[src/design/tmse_pkg.sv]
// Shared types and constants of the Turing machine step engine.
package tmse_pkg;

	localparam int SYM_W      = 2;
	localparam int STATE_W    = 4;
	localparam int POS_W      = 10;
	localparam int MOVE_W     = 2;
	localparam int NSTATES_W  = 5;
	localparam int NSYMS_W    = 3;
	localparam int CFG_IDX_W  = 2;
	localparam int CFG_DATA_W = 5;

	localparam logic [NSTATES_W-1:0] NSTATES_RST = 5'd16;
	localparam logic [NSYMS_W-1:0]   NSYMS_RST   = 3'd4;

	// Configuration register indexes
	localparam logic [CFG_IDX_W-1:0] CFG_STATES  = 2'd0;
	localparam logic [CFG_IDX_W-1:0] CFG_SYMBOLS = 2'd1;

	// Head moves held in a rule
	localparam logic [MOVE_W-1:0] MOVE_LEFT  = 2'd0;
	localparam logic [MOVE_W-1:0] MOVE_RIGHT = 2'd1;
	localparam logic [MOVE_W-1:0] MOVE_HALT  = 2'd2;

	typedef enum logic [1:0] {
		MODE_LOAD = 2'd0,
		MODE_TAPE = 2'd1,
		MODE_SET  = 2'd2,
		MODE_STEP = 2'd3
	} mode_t;

	typedef enum logic [1:0] {
		ST_OK   = 2'd0,
		ST_HALT = 2'd1,
		ST_BAD  = 2'd2,
		ST_EDGE = 2'd3
	} status_t;

	// What every tape cell does at the next edge
	typedef enum logic [1:0] {
		CELL_HOLD = 2'd0,
		CELL_LOAD = 2'd1,
		CELL_DOWN = 2'd2,
		CELL_UP   = 2'd3
	} cell_op_t;

	typedef struct packed {
		cell_op_t          op;
		logic              wr0;
		logic [SYM_W-1:0]  wdat;
	} cell_ctl_t;

	typedef struct packed {
		logic [STATE_W-1:0] next;
		logic [SYM_W-1:0]   sym;
		logic [MOVE_W-1:0]  move;
	} rule_t;

	localparam rule_t RULE_HALT = '{next: '0, sym: '0, move: MOVE_HALT};

endpackage

[src/design/tmse_rules.sv]
// Transition table memory with per-entry valid bits; unloaded entries read as halt.
module tmse_rules #(
	parameter int ROWS = 16,
	parameter int SYMS = 4
) (
	input  logic                            clk,
	input  logic                            arst_n,
	input  logic                            wr_en,
	input  logic [$clog2(ROWS*SYMS)-1:0]    wr_addr,
	input  tmse_pkg::rule_t                 wr_rule,
	input  logic                            rd_en,
	input  logic                            rd_hit,
	input  logic [$clog2(ROWS*SYMS)-1:0]    rd_addr,
	output tmse_pkg::rule_t                 rd_rule
);
	import tmse_pkg::*;

	localparam int DEPTH = ROWS * SYMS;

	rule_t            mem [DEPTH];
	rule_t            rd_q;
	logic [DEPTH-1:0] valid_q;
	logic             ok_q;

	// Write and read the table
	always_ff @(posedge clk) begin
		if (wr_en) begin
			mem[wr_addr] <= wr_rule;
		end
		if (rd_en) begin
			rd_q <= mem[rd_addr];
		end
	end

	// Track loaded entries
	always_ff @(posedge clk or negedge arst_n) begin
		if (!arst_n) begin
			valid_q <= '0;
			ok_q    <= 1'b0;
		end else begin
			if (wr_en) begin
				valid_q[wr_addr] <= 1'b1;
			end
			if (rd_en) begin
				ok_q <= rd_hit && valid_q[rd_addr];
			end
		end
	end

	assign rd_rule = ok_q ? rd_q : RULE_HALT;

endmodule

[config.mk]
export PLATFORM = sky130hd
export DESIGN_NAME = tmse_rules
export DESIGN_NICKNAME = d
export VERILOG_FILES = /design/src/design/tmse_pkg.sv /design/src/design/tmse_rules.sv
export SDC_FILE = /design/constraint.sdc
export NUM_CORES = 1
export LEC_CHECK = 0
export BUFFER_PORTS_ARGS = -buffer_cell sky130_fd_sc_hd__buf_4
export CELL_PAD_IN_SITES_DETAIL_PLACEMENT = 1
export CELL_PAD_IN_SITES_GLOBAL_PLACEMENT = 1
export CORE_MARGIN = 1
export CORE_UTILIZATION = 50
export CTS_CLUSTER_DIAMETER = 150
export CTS_CLUSTER_SIZE = 24
export DETAILED_ROUTE_END_ITERATION = 10
export HOLD_SLACK_MARGIN = 0.06
export PLACE_DENSITY_LB_ADDON = 0.05
export SYNTH_ARGS = -nofsm -noshare
export SYNTH_HDL_FRONTEND = slang
export SYNTH_SLANG_ARGS = --single-unit
[constraint.sdc]
create_clock -name clk -period 2.1 [get_ports clk]
set_clock_uncertainty 0.2 [all_clocks]
set_input_delay 0.42 -clock clk [delete_from_list [all_inputs] [get_ports clk]]
set_output_delay 0.42 -clock clk [all_outputs]
set_load 0.02 [all_outputs]
==> qor.yml <==
status:
  outcome: "complete, but fails checks"
  violations: "setup timing"
timing:
  finalMaxSlewViolations: 0
  worst_pin_slew_ns: 0.734
  final.setup.worst_slack_ns: -0.193
  setup_violations: 8
  period_minus_slack_ns: 2.29
  fin_crit_sh: 1.09
  rsz0062_at_grt: "true"
  fmax_mhz: 436
  hold_viol: 0
  relSlewSlack: 0.511
  fin_tns_setup_ns: -1.38
floorplan:
  coreArea_um2: 44500
  ioPinCount: 33
  die_w_um: 215
  dieArea_um2: 46300
  fp.dieH_um: 215
  fp-row-count: 77
  initial_core_util: 0.511
logic_synthesis:
  yosysUniqueCellTypes: 32
  syn_area_per_cell_um2: 22.1
  netlist_area_um2: 22700
  ys.warnings.count: 0
  seq_area_frac_synth: 0.758
  syn_nets: 1056
  synthCells: 1031
  synth_ff_type: "edfxtp_1"
  synth-seq-cells: 585
  synth-edff-count: 520
  async_flop_share: 0.111
clock_network:
  clock-sinks: 585
  cts_buffers: 28
  clk_pin_slew_ns: 0.10
  cts_root_buf: "clkbuf_16"
  cts-htree-levels: 1
  cts_tree: "done"
  insertion_delay_ns: 0.61
  cts_buffer_depth: 3
setup_path:
  crit_type: "register to register"
  path_cells: "mux4_2 -> mux4_2 -> mux2i_4 -> a21oi_2"
  worstPathMaxFanout: 1
  r2r_slack_ns: -0.19
  max_stage_delay_ns: 0.61
  ff2ff_path_depth: 4
  cp-startpoint: "mem[55][1]"
  r2r_start: "mem[55][1]"
  critPathMostFrequentCell: "mux4_2"
  start_kind: "register"
  cp.arrival_ns: 2.44
  crit_slowest_cell: "mux4_2"
  worstPathRequired_ns: 2.25
  cp-end-kind: "register"
  rr_endpoint: "rd_q[1]"
pwr:
  pwr_density_cell_nw_per_um2: 811
  peakVddDrop_mv: 0.771
  p_leak_nw: 8.79
finish:
  syn2layout_area_growth_pct: 15.0
  antennaDiodeCount: 0
  layout-drive-gt1-share: 0.415
  finalNetCount: 1239
  fin_cells: 1828
  final_common_cell: "edfxtp_1"
  layout_common_cells: "edfxtp_1 (520), mux4_2 (176), buf_4 (159), or2_2 (65), dfrtp_1 (64)"
route:
  drtAntennaViolNets: 0
  drcViolationCount: 0
  wl_um: 53800
  drt_first_pass_iters: 5
  avgViaCountPerCell: 5.93
  vias: 10800
  first_iter_violations: 970
  wl_per_cell_um: 29.4
global_route:
  grt_pass1_vias: 11500
  antenna_found_initial: 3
  grt_usage: 0.240
  overflow: 0
  grt_first_pass_wirelength_um: 79800
  grt_max_degree: 65
place:
  dp_hpwl_um: 36100
  io_buffers: 32
  globalplace.congestion: 0.802
  dp_cells: 1766
run:
  drv_cap: 0
worst_hold_path:
  hold_path.class: "primary input to async pin"
-- cells in the mapped netlist, types with 3 or more instances --
library cell,number,area (µm²)
o21ai_1,4,20.0
a21oi_1,5,25.0
nand2b_1,3,18.8
nor2b_1,9,56.3
buf_2,14,70.1
buf_4,7,52.6
buf_1,9,33.8
nand2_1,12,45.0
clkbuf_1,17,63.8
buf_6,4,45.0
or2_2,65,407
mux4_2,176,3960
nand3_1,7,35.0
and2_1,8,50.1
dfrtp_1,65,1630
mux2i_1,16,160
edfxtp_1,520,15600
nor2_1,66,248
mux2_2,4,45.0
-- state kept, by name, indices dropped and copies added (netlist names) --
signal and count:
valid_q 64, ok_q 1, mem 512, rd_q 8
-- logic make-up after synthesis --
| logic type | share of synthesized area |
|---|---|
| flip-flops | 0.758 |
| multiplexers | 0.183 |
| AND/OR/NAND/NOR | 0.0406 |
| buffers and inverters | 0.0127 |
| AO/OA/AOI/OAI | 0.00517 |
-- power by group --
part / internal [mW] / switching [mW] / leakage [nW]
clock: 2.64 / 3.54 / 0.391
sequential: 13.0 / 0.141 / 5.50
combinational: 0.957 / 0.953 / 2.90
total: 16.6 / 4.64 / 8.79
-- final cells by class --
| class | count | area, µm² |
|---|---|---|
| fillers | 3750 | 18400 |
| flip-flops and latches | 585 | 17200 |
| multi-input cells | 392 | 5390 |
| repair buffers | 205 | 1940 |
| clock buffers | 51 | 808 |
| well taps | 592 | 741 |
| clock inverters | 1 | 16.3 |
| inverters | 2 | 7.51 |
-- stage by stage --
| step | power [mW] | cell area, µm² | worst slack, ns | util | hold slack, ns |
|---|---|---|---|---|---|
| final | 21.2 | 26200 | -0.193 | 0.588 | 0.0850 |
| after global routing | 21.8 | 26200 | -0.225 | 0.588 | 0.126 |
| after CTS | 21.4 | 26100 | -0.217 | 0.586 | 0.0867 |
| after detailed placement | 15.2 | 25100 | -0.950 | 0.563 | 0.194 |
| after global placement | 15.2 | 25100 | -0.945 | 0.563 | 0.197 |
| after floorplan | 14.4 | 22900 | -0.379 | - | -0.0756 |
-- routing by layer --
layer	part of all wire	routed length, µm	vias to the layer above	track usage
met3	0.050	2710	56	0.0292
met2	0.49	26100	244	0.387
li1	-	-	4567	-
met4	0.019	1050	6	0.0539
met1	0.44	23900	5971	0.356
met5	0.00061	33	-	0
-- worst max-delay path: cells and delay by family (launching register included) --
kind	cells	cell delay, ns
compound gates	1	0.07
flops	1	0.38
mux	3	1.38
-- worst max path at each step --
stage | slack [ns] | cells past startpoint | end
3_3_place_gp | -0.95 | 8 | rd_q[7]
3_5_place_dp | -0.95 | 8 | rd_q[7]
6_report | -0.19 | 4 | rd_q[1]
4_1_cts | -0.22 | 4 | rd_q[1]
5_1_grt | -0.22 | 4 | rd_q[1]
2_1_floorplan | -0.38 | 7 | rd_q[1]
-- timing repair --
action	in CTS	in global routing
endpoints found under the hold margin	97	0
resized for setup	34	13
pin swaps	4	1
buffers inserted	6	0
setup endpoints to repair	16	15
hold buffers	5	0
Power figures use the tool's default switching activity.
