File: src/design/tmse_pkg.sv
// Shared types and constants of the Turing machine step engine.
package tmse_pkg;

	localparam int SYM_W      = 2;
	localparam int STATE_W    = 4;
	localparam int POS_W      = 10;
	localparam int MOVE_W     = 2;
	localparam int NSTATES_W  = 5;
	localparam int NSYMS_W    = 3;
	localparam int CFG_IDX_W  = 2;
	localparam int CFG_DATA_W = 5;

	localparam logic [NSTATES_W-1:0] NSTATES_RST = 5'd16;
	localparam logic [NSYMS_W-1:0]   NSYMS_RST   = 3'd4;

	// Configuration register indexes
	localparam logic [CFG_IDX_W-1:0] CFG_STATES  = 2'd0;
	localparam logic [CFG_IDX_W-1:0] CFG_SYMBOLS = 2'd1;

	// Head moves held in a rule
	localparam logic [MOVE_W-1:0] MOVE_LEFT  = 2'd0;
	localparam logic [MOVE_W-1:0] MOVE_RIGHT = 2'd1;
	localparam logic [MOVE_W-1:0] MOVE_HALT  = 2'd2;

	typedef enum logic [1:0] {
		MODE_LOAD = 2'd0,
		MODE_TAPE = 2'd1,
		MODE_SET  = 2'd2,
		MODE_STEP = 2'd3
	} mode_t;

	typedef enum logic [1:0] {
		ST_OK   = 2'd0,
		ST_HALT = 2'd1,
		ST_BAD  = 2'd2,
		ST_EDGE = 2'd3
	} status_t;

	// What every tape cell does at the next edge
	typedef enum logic [1:0] {
		CELL_HOLD = 2'd0,
		CELL_LOAD = 2'd1,
		CELL_DOWN = 2'd2,
		CELL_UP   = 2'd3
	} cell_op_t;

	typedef struct packed {
		cell_op_t          op;
		logic              wr0;
		logic [SYM_W-1:0]  wdat;
	} cell_ctl_t;

	typedef struct packed {
		logic [STATE_W-1:0] next;
		logic [SYM_W-1:0]   sym;
		logic [MOVE_W-1:0]  move;
	} rule_t;

	localparam rule_t RULE_HALT = '{next: '0, sym: '0, move: MOVE_HALT};

endpackage

File: src/design/tmse_cell.sv
// One tape cell: holds a symbol, loads it, or takes a neighbour's symbol.
module tmse_cell (
	input  logic                       clk,
	input  logic                       arst_n,
	input  tmse_pkg::cell_ctl_t        ctl,
	input  logic                       sel,
	input  logic [tmse_pkg::SYM_W-1:0] from_dn,
	input  logic [tmse_pkg::SYM_W-1:0] from_up,
	output logic [tmse_pkg::SYM_W-1:0] sym_q
);
	import tmse_pkg::*;

	// Load, shift or hold the symbol
	always_ff @(posedge clk or negedge arst_n) begin
		if (!arst_n) begin
			sym_q <= '0;
		end else begin
			case (ctl.op)
				CELL_LOAD: begin
					if (sel) begin
						sym_q <= ctl.wdat;
					end
				end
				CELL_DOWN: sym_q <= from_dn;
				CELL_UP:   sym_q <= from_up;
				default:   sym_q <= sym_q;
			endcase
		end
	end

endmodule

File: src/design/tmse_tape.sv
// Tape ring: cell k holds the tape cell at (k + head) mod TAPE_CELLS.
module tmse_tape #(
	parameter int TAPE_CELLS = 1024
) (
	input  logic                            clk,
	input  logic                            arst_n,
	input  tmse_pkg::cell_ctl_t             ctl,
	input  logic [$clog2(TAPE_CELLS)-1:0]   sel_off,
	output logic [tmse_pkg::SYM_W-1:0]      head_sym
);
	import tmse_pkg::*;

	localparam int AW = $clog2(TAPE_CELLS);

	logic [SYM_W-1:0] cell_sym [TAPE_CELLS];
	logic [SYM_W-1:0] src      [TAPE_CELLS];

	// Cell zero sits under the head
	assign head_sym = cell_sym[0];

	for (genvar k = 0; k < TAPE_CELLS; k++) begin : g_cell
		// Head cell hands on the freshly written symbol when shifting
		if (k == 0) begin : g_head
			assign src[k] = ctl.wr0 ? ctl.wdat : cell_sym[k];
		end else begin : g_body
			assign src[k] = cell_sym[k];
		end

		tmse_cell u_cell (
			.clk     (clk),
			.arst_n  (arst_n),
			.ctl     (ctl),
			.sel     (sel_off == AW'(k)),
			.from_dn (src[(k + 1) % TAPE_CELLS]),
			.from_up (src[(k + TAPE_CELLS - 1) % TAPE_CELLS]),
			.sym_q   (cell_sym[k])
		);
	end

endmodule

File: config.mk
export PLATFORM = sky130hd
export DESIGN_NAME = tmse_tape
export DESIGN_NICKNAME = d
export VERILOG_FILES = /design/src/design/tmse_pkg.sv /design/src/design/tmse_cell.sv /design/src/design/tmse_tape.sv
export SDC_FILE = /design/constraint.sdc
export NUM_CORES = 2
export LEC_CHECK = 0
export ABC_CLOCK_PERIOD_IN_PS = 1600
export BUFFER_PORTS_ARGS = -buffer_cell sky130_fd_sc_hd__buf_4
export CELL_PAD_IN_SITES_DETAIL_PLACEMENT = 0
export CELL_PAD_IN_SITES_GLOBAL_PLACEMENT = 1
export CORE_UTILIZATION = 50
export CTS_BUF_LIST = sky130_fd_sc_hd__clkbuf_16
export DETAILED_ROUTE_END_ITERATION = 6
export PLACE_DENSITY_LB_ADDON = 0.1
export SYNTH_ARGS = -nofsm -noshare
export SYNTH_HDL_FRONTEND = slang
export SYNTH_SLANG_ARGS = --single-unit
File: constraint.sdc
create_clock -name clk -period 1.6 [get_ports clk]
set_clock_uncertainty 0.1 [all_clocks]
set_input_delay 0.08 -clock clk [delete_from_list [all_inputs] [get_ports clk]]
set_output_delay 0.08 -clock clk [all_outputs]
set_load 0.01 [all_outputs]
==> impl_metrics.yaml <==
run_status:
  outcome: "finished with violations"
  violations: "negative setup slack"
cells_and_area:
  top_regs: "g_cell.u_cell.sym_q x2048"
  utilization: 0.5855
  nets: 10544
  layout_commonest_cell: "a21oi_1"
  area_growth_pct: 16.40
  largest_reg_flops: 2048
  final_cell_mix: "a21oi_1 (2048), dfrtp_1 (2047), mux2i_1 (2044)"
  regMostFlops: "g_cell.u_cell.sym_q"
  fillers: 19140
  regArea_mm2: 0.05125
  multi_input_area_mm2: 0.06130
  drive_above_1_share: 0.3157
  design_area_mm2: 0.1361
clock_tree:
  clockBufferDepth: 3
  cts_buffers: 231
  clk_latency_ns: 0.87
  cts_tree: "done"
  h-tree-depth: 4
  clk_pin_slew_ns: 0.06
  cts.sinks: 2048
  root_buffer: "clkbuf_16"
critical_path:
  r2r_start: "g_cell[0].u_cell.sym_q[1]$_DFFE_PN0P_"
  worstRegToRegCells: 4
  critPathRequiredTime_ns: 1.42
  start_kind: "register"
  worst_setup_path_end_kind: "primary output"
  crit_type: "register to primary output"
  cp.arrival_ns: 1.56
  reg2reg_slack_ns: 0.13
  regToRegEndpoint: "g_cell[1023].u_cell.sym_q[1]$_DFFE_PN0P_"
  worstPathMaxFanout: 3
logic_synthesis:
  synth_area_mm2: 0.1170
  yosysTopAreaCell: "dfrtp_1"
  avgSynthCellArea_um2: 11.23
  synth-seq-cells: 2048
  ys_seq_area_frac: 0.4382
  yosysWarnings: 0
  synthTopCellsByArea: "dfrtp_1 (44%), mux2_2 (20%), mux2i_1 (17%)"
  syn_inst: 10419
  syn-num-nets: 10436
  synth_top_area_frac: 0.4382
  yosysUniqueCellTypes: 31
route:
  drt_drc_violations_left: 0
  vias_per_cell: 6.295
  drt-initial-drc-count: 6548
  vias: 86638
  wl_per_cell_um: 24.10
  postRouteAntennaNets: 0
  wl_um: 331700
  dr.pass1.iters: 6
placement:
  dp_slack_ns: -0.5501
  portBuffers: 18
  dpl.hpwl_um: 221000
  place_congestion: 0.8083
  placement.cell_area_mm2: 0.1283
sta:
  hold_viol: 0
  rsz0062_at_grt: "yes"
  worst-slew-pin-transition_ns: 0.6477
  fin_ws_ns: -0.1413
  timing.final.crit_share: 1.088
  slew_viol_final: 0
  max_freq_ghz: 0.5743
  fin_crit_ns: 1.741
  max_slew_margin: 0.5682
  setup_viol: 10
grt:
  grt_usage: 0.2779
  grt_pass1_vias: 88288
  grt_overflow: 0
  grt_pass1_wl_um: 528500
  grt_start_max_net_pins: 88
  antenna_found_initial: 7
die:
  die-area_mm2: 0.2359
  start_util: 0.5030
  core_area_mm2: 0.2325
  io-pin-count: 19
  die_w_um: 485.7
  die_y_um: 485.7
  rows: 177
power_and_ir_drop:
  irDropWorstVdd_mv: 0.8526
  powerDensity_mw_per_mm2: 1111
  power.static_leakage_uw: 0.05747
hold_path:
  hold_depth: 4
  hold_start: "sel_off[6]"
  holdPathEnd: "g_cell[1023].u_cell.sym_q[1]$_DFFE_PN0P_"
  hp-class: "input pin to register"
job:
  max-cap-violations: 0
per-layer routing:
layer,track usage,wire length (um)
met2,0.4393,153200
met4,0.06969,7398
met1,0.4060,157000
met5,0,16
met3,0.02972,14170
timing repair:
action,in CTS,in global routing
hold buffers,52,4
pin swaps,0,2
resized for setup,4,26
setup endpoints to repair,2,860
hold endpoints to repair,2524,6
cloned,0,1
buffers inserted,1,1
layout make-up:
type / count / share of cell area
repair buffers: 1019 / 0.09319
clock inverters: 187 / 0.008400
inverters: 1 / 0.00002757
diodes: 2 / 0.00003676
multi-input cells: 7226 / 0.4502
clock buffers: 238 / 0.04374
well taps: 3043 / 0.02797
flip-flops and latches: 2048 / 0.3764
how the worst max path moves through the flow:
stage / startpoint / end
finish: g_cell[0].u_cell.sym_q[0]$_DFFE_PN0P_ / head_sym[0]
detailed placement: sel_off[7] / g_cell[22].u_cell.sym_q[0]$_DFFE_PN0P_
CTS: g_cell[0].u_cell.sym_q[0]$_DFFE_PN0P_ / head_sym[0]
global placement: sel_off[7] / g_cell[784].u_cell.sym_q[0]$_DFFE_PN0P_
global route: g_cell[0].u_cell.sym_q[0]$_DFFE_PN0P_ / head_sym[0]
floorplan: ctl[3] / g_cell[302].u_cell.sym_q[1]$_DFFE_PN0P_
synthesized netlist by cell type, drive strengths merged:
cell / instances
clkbuf: 538
o21a: 2
buf: 606
nand4b: 1
or4: 1
a31oi: 1024
a21boi: 1
o311ai: 4
dfrtp: 2048
or3: 2
and4: 2
nor4bb: 12
mux2: 2044
nor3b: 2
and4b: 9
or4b: 2
inv: 1
nor4b: 9
nor4: 2
o31ai: 4
a21oi: 2048
nor2: 6
and4bb: 2
nand4: 2
nand2b: 3
mux2i: 2044
report_power, final:
group	internal [uW]	switching (uW)
clock network	28500	22200
logic	17200	13700
registers	61200	8400
total	107000	44400
critical path, cell delays in order (launching register included):
cell	delay (ns)
dfrtp_1	0.39
buf_6	0.15
buf_8	0.14
stage by stage:
stage	hold WS, ns	instances	total power (uW)	setup TNS, ns
after floorplan	-0.3156	10419	90410	-36.67
after detailed placement	-0.1665	13281	101200	-636.25
final	0.01880	13764	151300	-0.3938
after CTS	0.0008280	13758	152400	-24.86
after global placement	-0.1632	13281	99750	-594.23
after global routing	0.01129	13764	158800	-0.3600
cells by family (layout without fill, tap and decap cells):
family | after synthesis | count (layout) | share of synthesized area
simple gates | 55 | 55 | 0.004290
flops | 2048 | 2048 | 0.4382
other cells | 0 | 2 | 0
mux | 4088 | 4088 | 0.3717
buf+inv | 1145 | 1445 | 0.04270
compound gates | 3083 | 3083 | 0.1431
No activity file was read; power rests on OpenSTA's default activity.
